===== src/hdl/u2r_pkg.sv =====
// ----------------------------------------------------------------------------
// u2r_pkg
// Shared types and constants for the UTF-8 to RTF unicode escape block.
// ----------------------------------------------------------------------------
package u2r_pkg;

    localparam int unsigned BYTE_W     = 8;
    localparam int unsigned CP_W       = 16;
    localparam int unsigned DIGIT_W    = 4;
    localparam int unsigned MAX_DIGITS = 5;
    localparam int unsigned CNT_W      = 3;

    localparam logic [BYTE_W-1:0] ASCII_LIMIT = 8'd128;
    localparam logic [BYTE_W-1:0] LEAD3_MIN   = 8'd224;
    localparam logic [CP_W-1:0]   BOM_POINT   = 16'd65279;
    localparam logic [CP_W-1:0]   RAW_MAX     = 16'd127;

    localparam logic [1:0] HELD_NONE = 2'd0;
    localparam logic [1:0] HELD_ONE  = 2'd1;
    localparam logic [1:0] HELD_TWO  = 2'd2;
    localparam logic [1:0] EXP_NONE  = 2'd1;
    localparam logic [1:0] EXP_TWO   = 2'd2;
    localparam logic [1:0] EXP_THREE = 2'd3;

    localparam logic [CNT_W-1:0] HEAD_LAST = 3'd6;

    // x / 10 == (x * DIV10_MUL) >> DIV10_SHIFT for every 16-bit x
    localparam logic [CP_W-1:0] DIV10_MUL   = 16'd52429;
    localparam int unsigned     DIV10_SHIFT = 19;

    localparam logic [BYTE_W-1:0] CHAR_ZERO  = 8'h30;
    localparam logic [BYTE_W-1:0] CHAR_CLOSE = 8'h7D;

    typedef enum logic [2:0] {
        PH_IDLE,
        PH_RAW,
        PH_HEAD,
        PH_DIGIT,
        PH_CLOSE
    } ph_t;

    typedef struct packed {
        logic            is_esc;
        logic [CP_W-1:0] cp;
    } job_t;

    // \uc0{\u
    function automatic logic [BYTE_W-1:0] head_byte(input logic [CNT_W-1:0] idx);
        logic [BYTE_W-1:0] b;
        case (idx)
            3'd0:    b = 8'h5C;
            3'd1:    b = 8'h75;
            3'd2:    b = 8'h63;
            3'd3:    b = 8'h30;
            3'd4:    b = 8'h7B;
            3'd5:    b = 8'h5C;
            3'd6:    b = 8'h75;
            default: b = 8'h5C;
        endcase
        return b;
    endfunction

endpackage


===== src/hdl/u2r_emit.sv =====
// ----------------------------------------------------------------------------
// u2r_emit
// Serializes one code point per item into output bytes: a raw byte, or the
// escape header, decimal digits and closing brace. Digits are extracted one
// per cycle while the header streams out.
// ----------------------------------------------------------------------------
module u2r_emit
    import u2r_pkg::*;
(
    input  logic              clk,
    input  logic              rst_n,
    input  logic              job_valid,
    output logic              job_ready,
    input  job_t              job,
    output logic              out_valid,
    input  logic              out_ready,
    output logic [BYTE_W-1:0] out_byte,
    output logic              run_last
);

    ph_t                ph_reg, ph_next;
    logic [CNT_W-1:0]   cnt_reg, cnt_next;
    logic [CP_W-1:0]    val_reg, val_next;
    logic [CNT_W-1:0]   ndig_reg, ndig_next;
    logic [DIGIT_W-1:0] dig_reg [MAX_DIGITS];

    logic              out_valid_reg;
    logic [BYTE_W-1:0] out_byte_reg;
    logic              run_last_reg;

    logic              adv;
    logic              load;
    logic              div_busy;
    logic [2*CP_W-1:0] prod;
    logic [CP_W-1:0]   quot;
    logic [CP_W-1:0]   rem_full;
    logic              emit_go;
    logic [BYTE_W-1:0] emit_byte;
    logic              emit_last;

    assign adv       = !out_valid_reg || out_ready;
    assign job_ready = (ph_reg == PH_IDLE)
                    || (((ph_reg == PH_RAW) || (ph_reg == PH_CLOSE)) && adv);
    assign load      = job_valid && job_ready;

    // divide by ten via reciprocal multiply
    assign prod     = val_reg * DIV10_MUL;
    assign quot     = CP_W'(prod >> DIV10_SHIFT);
    assign rem_full = val_reg - ((quot << 3) + (quot << 1));
    assign div_busy = (ph_reg == PH_HEAD) && (val_reg != '0)
                   && (ndig_reg != CNT_W'(MAX_DIGITS));

    always_comb
    begin
        ph_next  = ph_reg;
        cnt_next = cnt_reg;
        case (ph_reg)
            PH_IDLE:
            begin
                if (load)
                begin
                    ph_next  = job.is_esc ? PH_HEAD : PH_RAW;
                    cnt_next = '0;
                end
            end
            PH_RAW, PH_CLOSE:
            begin
                if (load)
                begin
                    ph_next  = job.is_esc ? PH_HEAD : PH_RAW;
                    cnt_next = '0;
                end
                else if (adv)
                begin
                    ph_next = PH_IDLE;
                end
            end
            PH_HEAD:
            begin
                if (adv)
                begin
                    if (cnt_reg == HEAD_LAST)
                    begin
                        ph_next  = PH_DIGIT;
                        cnt_next = ndig_reg - CNT_W'(1);
                    end
                    else
                    begin
                        cnt_next = cnt_reg + CNT_W'(1);
                    end
                end
            end
            PH_DIGIT:
            begin
                if (adv)
                begin
                    cnt_next = cnt_reg - CNT_W'(1);
                    if (cnt_reg == '0)
                    begin
                        ph_next = PH_CLOSE;
                    end
                end
            end
            default:
            begin
                ph_next = PH_IDLE;
            end
        endcase
    end

    always_comb
    begin
        emit_go   = (ph_reg != PH_IDLE) && adv;
        emit_byte = val_reg[BYTE_W-1:0];
        emit_last = 1'b0;
        case (ph_reg)
            PH_RAW:
            begin
                emit_byte = val_reg[BYTE_W-1:0];
                emit_last = 1'b1;
            end
            PH_HEAD:
            begin
                emit_byte = head_byte(cnt_reg);
            end
            PH_DIGIT:
            begin
                emit_byte = CHAR_ZERO + BYTE_W'(dig_reg[cnt_reg]);
            end
            PH_CLOSE:
            begin
                emit_byte = CHAR_CLOSE;
                emit_last = 1'b1;
            end
            default:
            begin
                emit_byte = val_reg[BYTE_W-1:0];
            end
        endcase
    end

    always_comb
    begin
        val_next  = val_reg;
        ndig_next = ndig_reg;
        if (load)
        begin
            val_next  = job.cp;
            ndig_next = '0;
        end
        else if (div_busy)
        begin
            val_next  = quot;
            ndig_next = ndig_reg + CNT_W'(1);
        end
    end

    always_ff @(posedge clk or negedge rst_n)
    begin
        if (!rst_n)
        begin
            ph_reg        <= PH_IDLE;
            cnt_reg       <= '0;
            ndig_reg      <= '0;
            out_valid_reg <= 1'b0;
        end
        else
        begin
            ph_reg   <= ph_next;
            cnt_reg  <= cnt_next;
            ndig_reg <= ndig_next;
            if (adv)
            begin
                out_valid_reg <= emit_go;
            end
        end
    end

    always_ff @(posedge clk)
    begin
        val_reg <= val_next;
        if (!load && div_busy)
        begin
            dig_reg[ndig_reg] <= rem_full[DIGIT_W-1:0];
        end
        if (emit_go)
        begin
            out_byte_reg <= emit_byte;
            run_last_reg <= emit_last;
        end
    end

    assign out_valid = out_valid_reg;
    assign out_byte  = out_byte_reg;
    assign run_last  = run_last_reg;

endmodule


===== src/hdl/utf8_to_rtf_unicode_escape.sv =====
// ----------------------------------------------------------------------------
// utf8_to_rtf_unicode_escape
// UTF-8 byte stream in, RTF unicode escaped text bytes out.
// ----------------------------------------------------------------------------
// Each input item is one UTF-8 byte. An ASCII byte gives one output byte; a
// lead or middle byte of an open sequence gives none; the closing byte gives
// one raw byte, nothing for a byte order mark, or \uc0{\u, three to five
// decimal digits and } (eleven to thirteen bytes). The output serializer
// sends one byte per cycle while out_ready is high and takes the next item as
// it sends the last byte of the current one; run_last marks the final output
// byte of each item.
// ----------------------------------------------------------------------------
module utf8_to_rtf_unicode_escape
    import u2r_pkg::*;
(
    input  logic              clk,
    input  logic              rst_n,
    input  logic              in_valid,
    output logic              in_ready,
    input  logic [BYTE_W-1:0] in_byte,
    output logic              out_valid,
    input  logic              out_ready,
    output logic [BYTE_W-1:0] out_byte,
    output logic              run_last
);

    logic [BYTE_W-1:0] first_reg, first_next;
    logic [BYTE_W-1:0] second_reg, second_next;
    logic [1:0]        held_reg, held_next;
    logic [1:0]        exp_reg, exp_next;

    logic       accept;
    logic [1:0] exp_eff;
    logic [CP_W-1:0] cp;
    logic       has_job;
    job_t       job;
    logic       job_ready;

    assign accept  = in_valid && in_ready;
    assign exp_eff = (held_reg == HELD_NONE) ? ((in_byte < LEAD3_MIN) ? EXP_TWO : EXP_THREE)
                                             : exp_reg;

    always_comb
    begin
        if (exp_eff == EXP_THREE)
        begin
            cp = {first_reg[3:0], second_reg[5:0], in_byte[5:0]};
        end
        else
        begin
            cp = {5'd0, first_reg[4:0], in_byte[5:0]};
        end
    end

    always_comb
    begin
        first_next  = first_reg;
        second_next = second_reg;
        held_next   = held_reg;
        exp_next    = exp_reg;
        has_job     = 1'b0;
        job.is_esc  = 1'b0;
        job.cp      = {8'd0, in_byte};
        if (in_byte < ASCII_LIMIT)
        begin
            has_job = 1'b1;
        end
        else if (held_reg == HELD_NONE)
        begin
            first_next = in_byte;
            held_next  = HELD_ONE;
            exp_next   = exp_eff;
        end
        else if ((held_reg == HELD_ONE) && (exp_eff == EXP_THREE))
        begin
            second_next = in_byte;
            held_next   = HELD_TWO;
        end
        else
        begin
            held_next  = HELD_NONE;
            exp_next   = EXP_NONE;
            has_job    = (cp != BOM_POINT);
            job.is_esc = (cp > RAW_MAX);
            job.cp     = cp;
        end
    end

    always_ff @(posedge clk or negedge rst_n)
    begin
        if (!rst_n)
        begin
            first_reg  <= '0;
            second_reg <= '0;
            held_reg   <= HELD_NONE;
            exp_reg    <= EXP_NONE;
        end
        else if (accept)
        begin
            first_reg  <= first_next;
            second_reg <= second_next;
            held_reg   <= held_next;
            exp_reg    <= exp_next;
        end
    end

    assign in_ready = job_ready;

    u2r_emit u_emit (
        .clk       (clk),
        .rst_n     (rst_n),
        .job_valid (in_valid && has_job),
        .job_ready (job_ready),
        .job       (job),
        .out_valid (out_valid),
        .out_ready (out_ready),
        .out_byte  (out_byte),
        .run_last  (run_last)
    );

endmodule


===== config.mk =====
export PLATFORM = sky130hd
export DESIGN_NAME = utf8_to_rtf_unicode_escape
export DESIGN_NICKNAME = d
export VERILOG_FILES = /design/src/hdl/u2r_pkg.sv /design/src/hdl/u2r_emit.sv /design/src/hdl/utf8_to_rtf_unicode_escape.sv
export SDC_FILE = /design/constraint.sdc
export NUM_CORES = 1
export LEC_CHECK = 0
export BUFFER_PORTS_ARGS = -buffer_cell sky130_fd_sc_hd__buf_2
export CAP_MARGIN = 20
export CORE_ASPECT_RATIO = 0.5
export CORE_MARGIN = 3
export CORE_UTILIZATION = 45
export DETAILED_ROUTE_END_ITERATION = 12
export HOLD_SLACK_MARGIN = 0.12
export PLACE_DENSITY = 0.73
export SYNTH_ARGS = -nofsm -noshare
export SYNTH_HDL_FRONTEND = slang
export SYNTH_SLANG_ARGS = --single-unit

===== constraint.sdc =====
create_clock -name clk -period 17.43 [get_ports clk]
set_clock_uncertainty 0.05 [all_clocks]
set_input_delay 3.486 -clock clk [delete_from_list [all_inputs] [get_ports clk]]
set_output_delay 3.486 -clock clk [all_outputs]
set_load 0.005 [all_outputs]

==> run summary, run 1 <==
Outcome = finished clean
WHS Endpoint = first_reg[4]
Sequential fraction of the synthesis area = 0.231
H-tree depth = 3
R2R setup slack = 10.75 ns
CTS sink count = 70
Area Overhead vs Synth = 7.93%
Resized Gates After CTS = 0
Initial DRT Pass Iterations = 5
Largest register FFs = 20
Setup CP Type = in -> out
Commonest cells in the netlist = inv_1 (205), ha_1 (151), fa_1 (80)
Ranking of synthesized cells by area = ha_1 (22%), fa_1 (19%), edfxtp_1 (16%), inv_1 (9.0%), dfrtp_1 (7.0%)
Avg Inst Size Synth = 10.0 sq um
Root buffer cell = clkbuf_16
Count leader, synth = inv_1
Slew HR = 0.354
RR Endpoint = u_emit.dig_reg[2][3]
Max clock buf depth = 2
N_diodes = 0
Rows = 35
Slew Limit Fails = 0
MaxCap Viol Count = 0
Multi-input gate area = 5750 sq um
Dominant cell type by area after synthesis = ha_1
I/O pin count = 23
Remaining DRCs = 0
Crit path DAT = 4.40 ns
Initial antenna violation count = 0
First-pass GRT wire length = 33000 um
Seq cells post-synth = 70
Vias per Instance = 5.36
Drt wl/cell = 17.4 um
Synthesized area = 8580 sq um
Post-CTS setup buffer count = 0
Largest net degree at the start of global routing = 26
Fin. Hold Viols = 0
CTS tree = done
Total global-route track usage = 0.197
Worst hold path type = reg -> reg
Worst-Margin Slew = 0.956 ns
Fraction of layout cells with a size suffix above 1 = 0.0854
Number of global-route vias before repair = 6497
Port buffer count = 22
Total CTS buffers = 9
Fin nets = 1116
Crit path required time = 13.89 ns
Worst-path clk slew = 0.05 ns
CP Capture Type = primary output
GP Congestion = 0.958
Critical path peak fanout = 6
Initial DRC count = 446
Final period util = 0.455
Area occupied by registers = 1980 sq um
Unique masters post-synth = 75
Setup_tns = 0 ns
Syn_nets = 1098
DP HPWL = 16800 um
Cts-stage hold buffer count = 0
Final setup viols = 0
Routed via count = 6093
Asr flop ratio synth = 0.357
Synth Flop Type = edfxtp_1
Final min period = 7.93 ns
Startpoint types = input port
Die Y = 104 um
Overflow after GRT = 0
HP Start = first_reg[4]
Die X = 201 um
Core ar. = 18600 sq um
Filler Cell Count = 1652
Worst r2r path cells = 20
Die area = 20900 sq um
Final WL = 19700 um
Mapped Cells = 855
Finished Cell Area = 9260 sq um
FF-to-FF Start = u_emit.val_reg[5]
Dpl cell area = 8950 sq um
Clock Latency Late Sink = 0.33 ns
Fmax = 126 MHz
Synth warnings = 0
Initial core utilization = 0.462
Top cell type's share of synthesized area = 0.220
Unrepaired setup endpoints after global routing = no
Post-DRT Antenna Nets = 0
Number of enable flip-flop cells after synthesis = 45
Hold Path Depth = 1
## stage by stage
stage	setup WS, ns	utilization	hold slack (ns)	instances
floorplan	9.81	-	0.442	855
global placement	9.53	0.482	0.467	1121
detailed placement	9.51	0.482	0.481	1121
CTS	9.50	0.499	0.490	1137
global route	9.38	0.499	0.502	1137
finish	9.50	0.499	0.484	1137
## worst max-delay path, stage by stage
cell and delay [ns]:
buf_2 0.09, nor2b_1 0.09, maj3_1 0.37, nor2_2 0.19, buf_2 0.17
## kinds of logic (layout without fill, tap and decap cells)
kind of cell / Yosys count / in the layout / synth area share
adders and majority gates: 232 / 232 / 0.408
buffers and inverters: 223 / 246 / 0.0989
and+or+nand+nor: 144 / 144 / 0.0840
AOI/OAI and AO/OA: 138 / 138 / 0.115
DFF: 70 / 70 / 0.231
xor gates and xnor gates: 24 / 24 / 0.0245
muxes: 24 / 24 / 0.0388
## worst max path at each step
stage | start | to | slack (ns) | cells after the start
2_1_floorplan | out_ready | in_ready | 9.81 | 3
3_3_place_gp | out_ready | in_ready | 9.53 | 5
3_5_place_dp | out_ready | in_ready | 9.51 | 5
4_1_cts | out_ready | in_ready | 9.50 | 5
5_1_grt | out_ready | in_ready | 9.38 | 5
6_report | out_ready | in_ready | 9.50 | 5
## cells in the final DEF, fill, tap and decap left out, types with 10 or more instances in the layout
cell type	n
nand2_1	44
inv_1	205
dfrtp_1	24
xnor2_1	14
ha_1	151
fa_1	80
nor2_1	38
a21o_1	12
buf_2	22
edfxtp_1	45
o21ai_0	35
mux2_2	11
a21oi_1	30
xor2_1	10
## cell type report
type                    count  share of cell area
clock buffers               9              0.0243
clock inverters             7             0.00959
inverters                 208              0.0843
multi-input cells         562               0.621
flip-flops and latches     70               0.214
well taps                 259              0.0350
repair buffers             22              0.0119
## layer usage
metal,vias to the layer above,routed length [um],global-route usage
met4,0,472,0.0542
met1,2945,8750,0.264
li1,2890,-,-
met2,222,9230,0.335
met3,36,1290,0.0301
met5,-,0,0
Power of run 1 is not shown: default switching activity piles up to over one toggle a cycle in this logic, so the estimate is an artifact.
==> run 2, diff against run 1 <==
Clock period 17.43 ns to 7.4 ns, I/O delays scaled along.
==> run 2 against run 1 <==
- first-iteration DRC count is 5.2% higher
- critical path depth is 17 higher
- sequential cell count stayed put
- critical path type is now reg -> reg
- utilization decreased by 0.081 points
- cell count stayed put
- die area did not move
- routed wire length increased by 3.2%
- worst setup slack worse by 8.8 ns
- worst hold slack improved by 0.0067 ns
- register-to-register slack got worse by 10 ns
- non-clock buffer count is the same
- count of clock-buffer cells in the layout unchanged
==> run summary, run 2 (synthesis results as in run 1) <==
Slowest cell on crit path = edfxtp_1
Remaining DRCs = 0
Largest net degree at the start of global routing = 26
Max stage delay on crit path = 0.61 ns
GP Congestion = 0.932
Worst-Margin Slew = 1.02 ns
Die area = 20900 sq um
Routed via count = 6156
CP most frequent cell = inv_1
Total CTS buffers = 9
Fin. Hold Viols = 0
DP HPWL = 17300 um
Setup_tns = 0 ns
Largest register FFs = 20
Initial DRC count = 469
Finished Cell Area = 9250 sq um
Rows = 35
Final setup viols = 0
Drt wl/cell = 17.9 um
Fraction of layout cells with a size suffix above 1 = 0.0843
Crit path DAT = 6.69 ns
Die X = 201 um
Setup CP Type = reg -> reg
Final min period = 6.66 ns
Most frequent cells in the layout = inv_1 (205), ha_1 (151), fa_1 (80)
Critical path peak fanout = 6
Startpoint types = flop
H-tree depth = 3
Crit path required time = 7.43 ns
Worst hold path type = reg -> reg
Core ar. = 18600 sq um
Total global-route track usage = 0.205
Outcome = finished clean
Most common cell after layout, fill and taps aside = inv_1
Vias per Instance = 5.41
CTS tree = done
Post-DRT Antenna Nets = 0
I/O pin count = 23
Resized Gates After CTS = 0
Final period util = 0.900
MaxCap Viol Count = 0
First-pass GRT wire length = 34100 um
Clock Latency Late Sink = 0.34 ns
Number of global-route vias before repair = 6528
Crit-path cells = inv_1, ha_1, inv_1, fa_1, inv_1, fa_1, fa_1, fa_1, inv_1, fa_1, inv_1, ha_1, inv_1, nor2_1, o21ai_0, a21oi_1, nor2_1, xnor2_1, ha_1, a32oi_2, xnor2_1, xnor2_1
Area Overhead vs Synth = 7.76%
Overflow after GRT = 0
Cts-stage hold buffer count = 0
Post-CTS setup buffer count = 0
R2R setup slack = 0.74 ns
Final WL = 20400 um
Max clock buf depth = 2
Slew HR = 0.313
Initial antenna violation count = 0
Fin nets = 1116
Root buffer cell = clkbuf_16
Slew Limit Fails = 0
N_diodes = 0
Initial DRT Pass Iterations = 7
CTS sink count = 70
Initial core utilization = 0.462
Fmax = 150 MHz
Dpl cell area = 8950 sq um
Die Y = 104 um
CP Capture Type = flop
Unrepaired setup endpoints after global routing = no
Port buffer count = 22
Worst-path clk slew = 0.06 ns
[run 2: cell types whose count changed in the layout (fill, tap and decap cells not counted), sizes merged]
cell,change
bufinv,-1
clkinv,-3
clkinvlp,+3
inv,+1
[run 2: layer usage]
| layer | GRT usage | routed length, um |
|---|---|---|
| met5 | 0 | 0 |
| met4 | 0.0572 | 495 |
| met3 | 0.0465 | 1320 |
| met2 | 0.323 | 9070 |
| met1 | 0.284 | 9500 |
[run 2: worst paths after layout]
path,startpoint,endpoint,cells after the start
hold reg to reg,first_reg[4],first_reg[4],1
max in group asynchronous,rst_n,u_emit.ndig_reg[0],1
hold / removal,first_reg[4],first_reg[4],1
setup / recovery,u_emit.val_reg[6],u_emit.dig_reg[4][3],22
min in group asynchronous,rst_n,second_reg[0],1
setup reg to reg,u_emit.val_reg[6],u_emit.dig_reg[4][3],22
[run 2: cell type report]
class,count,area (sq um)
Sequential cell,70,1980
Tap cell,259,324
Multi-Input combinational cell,562,5750
Timing Repair Buffer,22,110
Inverter,208,781
Clock inverter,7,73.8
Clock buffer,9,225
Fill cell,1685,9320
[run 2: per-stage QoR]
| step | std cells | hold WS, ns | setup WS [ns] | util |
|---|---|---|---|---|
| global route | 1137 | 0.503 | 0.424 | 0.498 |
| CTS | 1137 | 0.486 | 0.760 | 0.498 |
| floorplan | 855 | 0.442 | 1.61 | - |
| global placement | 1121 | 0.465 | 0.929 | 0.482 |
| finish | 1137 | 0.491 | 0.738 | 0.498 |
| detailed placement | 1121 | 0.473 | 0.821 | 0.482 |
[run 2: critical path: cells and delay by family (launching register included)]
kind            cells  cell delay, ns
fa+ha+maj           8            3.73
xor+xnor            3            0.64
flops               1            0.61
compound gates      3            0.54
buf+inv             6            0.53
simple gates        2            0.28
Power of run 2 is left out for the same reason.
==> run 3, diff against run 2 <==
Settings changed: CORE_UTILIZATION 45 to 40, PLACE_DENSITY 0.73 to 0.67.
==> run 3 against run 2 <==
- utilization is 5.3 points lower
- global-route usage is 2.1 points lower
- critical path type unchanged
- cell count is 1.3% higher
==> run summary, run 3 (synthesis results as in run 1) <==
Crit path DAT = 6.68 ns
Worst-path clk slew = 0.06 ns
N_diodes = 0
Unrepaired setup endpoints after global routing = no
I/O pin count = 23
MaxCap Viol Count = 0
Initial DRT Pass Iterations = 5
Max clock buf depth = 2
Crit-path cells = inv_1, ha_1, inv_1, fa_1, inv_1, fa_1, fa_1, fa_1, inv_1, fa_1, inv_1, ha_1, inv_1, nor2_1, o21ai_0, a21oi_1, nor2_1, xnor2_1, ha_1, a32oi_2, xnor2_1, xnor2_1
CTS tree = done
Clock Latency Late Sink = 0.34 ns
Setup CP Type = reg -> reg
Number of global-route vias before repair = 6192
CP Capture Type = flop
Initial antenna violation count = 0
Max stage delay on crit path = 0.64 ns
Cts-stage hold buffer count = 0
Final period util = 0.896
Final min period = 6.63 ns
Fin. Hold Viols = 0
Resized Gates After CTS = 0
Startpoint types = flop
Port buffer count = 22
Slew Limit Fails = 0
Post-DRT Antenna Nets = 0
Fin nets = 1117
Fmax = 151 MHz
Post-CTS setup buffer count = 0
Remaining DRCs = 0
Final setup viols = 0
Area Overhead vs Synth = 7.74%
Total global-route track usage = 0.184
Finished Core Util = 0.445
Largest net degree at the start of global routing = 26
Initial DRC count = 482
Critical path peak fanout = 6
CP most frequent cell = inv_1
Slowest cell on crit path = edfxtp_1
Die Y = 110 um
Die area = 23400 sq um
Initial core utilization = 0.413
Final WL = 20300 um
GP Congestion = 0.969
Root buffer cell = clkbuf_16
DP HPWL = 17400 um
Total CTS buffers = 9
Most frequent cells in the layout = inv_1 (205), ha_1 (151), fa_1 (80)
First-pass GRT wire length = 32800 um
H-tree depth = 3
Largest register FFs = 20
CTS sink count = 70
Die X = 213 um
Routed via count = 6046
Worst-Margin Slew = 0.953 ns
Worst hold path type = reg -> reg
Setup_tns = 0 ns
Slew HR = 0.359
Most common cell after layout, fill and taps aside = inv_1
Rows = 37
Crit path required time = 7.45 ns
Outcome = finished clean
Core ar. = 20800 sq um
Drt wl/cell = 17.7 um
Vias per Instance = 5.25
Fraction of layout cells with a size suffix above 1 = 0.0842
Overflow after GRT = 0
## run 3: changes by cell type in the layout (fill, tap and decap cells not counted)
cell,before,now
buf_4,0,1
bufinv_16,1,0
clkbuf_1,0,1
clkinv_2,0,1
clkinvlp_4,3,0
inv_6,1,3
## run 3: area by class of cell
| class | count | area, sq um |
|---|---|---|
| Fill cell | 1905 | 11500 |
| Tap cell | 273 | 342 |
| Sequential cell | 70 | 1980 |
| Inverter | 208 | 781 |
| Clock buffer | 10 | 229 |
| Multi-Input combinational cell | 562 | 5750 |
| Timing Repair Buffer | 23 | 118 |
| Clock inverter | 6 | 43.8 |
## run 3: through the flow
| step | instance area (sq um) | hold WS, ns | instances | worst slack (ns) |
|---|---|---|---|---|
| finish | 9250 | 0.486 | 1152 | 0.768 |
| global route | 9250 | 0.530 | 1152 | 0.460 |
| CTS | 9250 | 0.488 | 1152 | 0.840 |
| detailed placement | 8970 | 0.476 | 1136 | 0.895 |
| global placement | 8970 | 0.464 | 1136 | 0.855 |
| floorplan | 8580 | 0.442 | 855 | 1.61 |
## run 3: per-layer routing
metal / global-route usage / wire length [um] / part of all wire
met3: 0.0302 / 1240 / 0.061
met5: 0 / 0 / 0
met2: 0.298 / 9200 / 0.45
met4: 0.0513 / 397 / 0.020
met1: 0.257 / 9510 / 0.47
## run 3: path summary, 6_finish.rpt
path,from,endpoint,slack [ns],cells after the start
worst max-delay path,u_emit.val_reg[6],u_emit.dig_reg[1][3],0.77,22
min in group asynchronous,rst_n,first_reg[3],1.08,1
worst min register to register,second_reg[0],second_reg[0],0.49,1
worst max register to register,u_emit.val_reg[6],u_emit.dig_reg[1][3],0.77,22
worst min-delay path,second_reg[0],second_reg[0],0.49,1
max in group asynchronous,rst_n,first_reg[4],5.83,1
## run 3: worst max-delay path, delay by kind of cell, from the launching register on
| kind | cells | cell delay, ns |
|---|---|---|
| fa+ha+maj | 8 | 3.75 |
| xor+xnor | 3 | 0.61 |
| flops | 1 | 0.64 |
| buf+inv | 6 | 0.55 |
| compound gates | 3 | 0.52 |
| simple gates | 2 | 0.27 |
Power of run 3 is left out for the same reason.
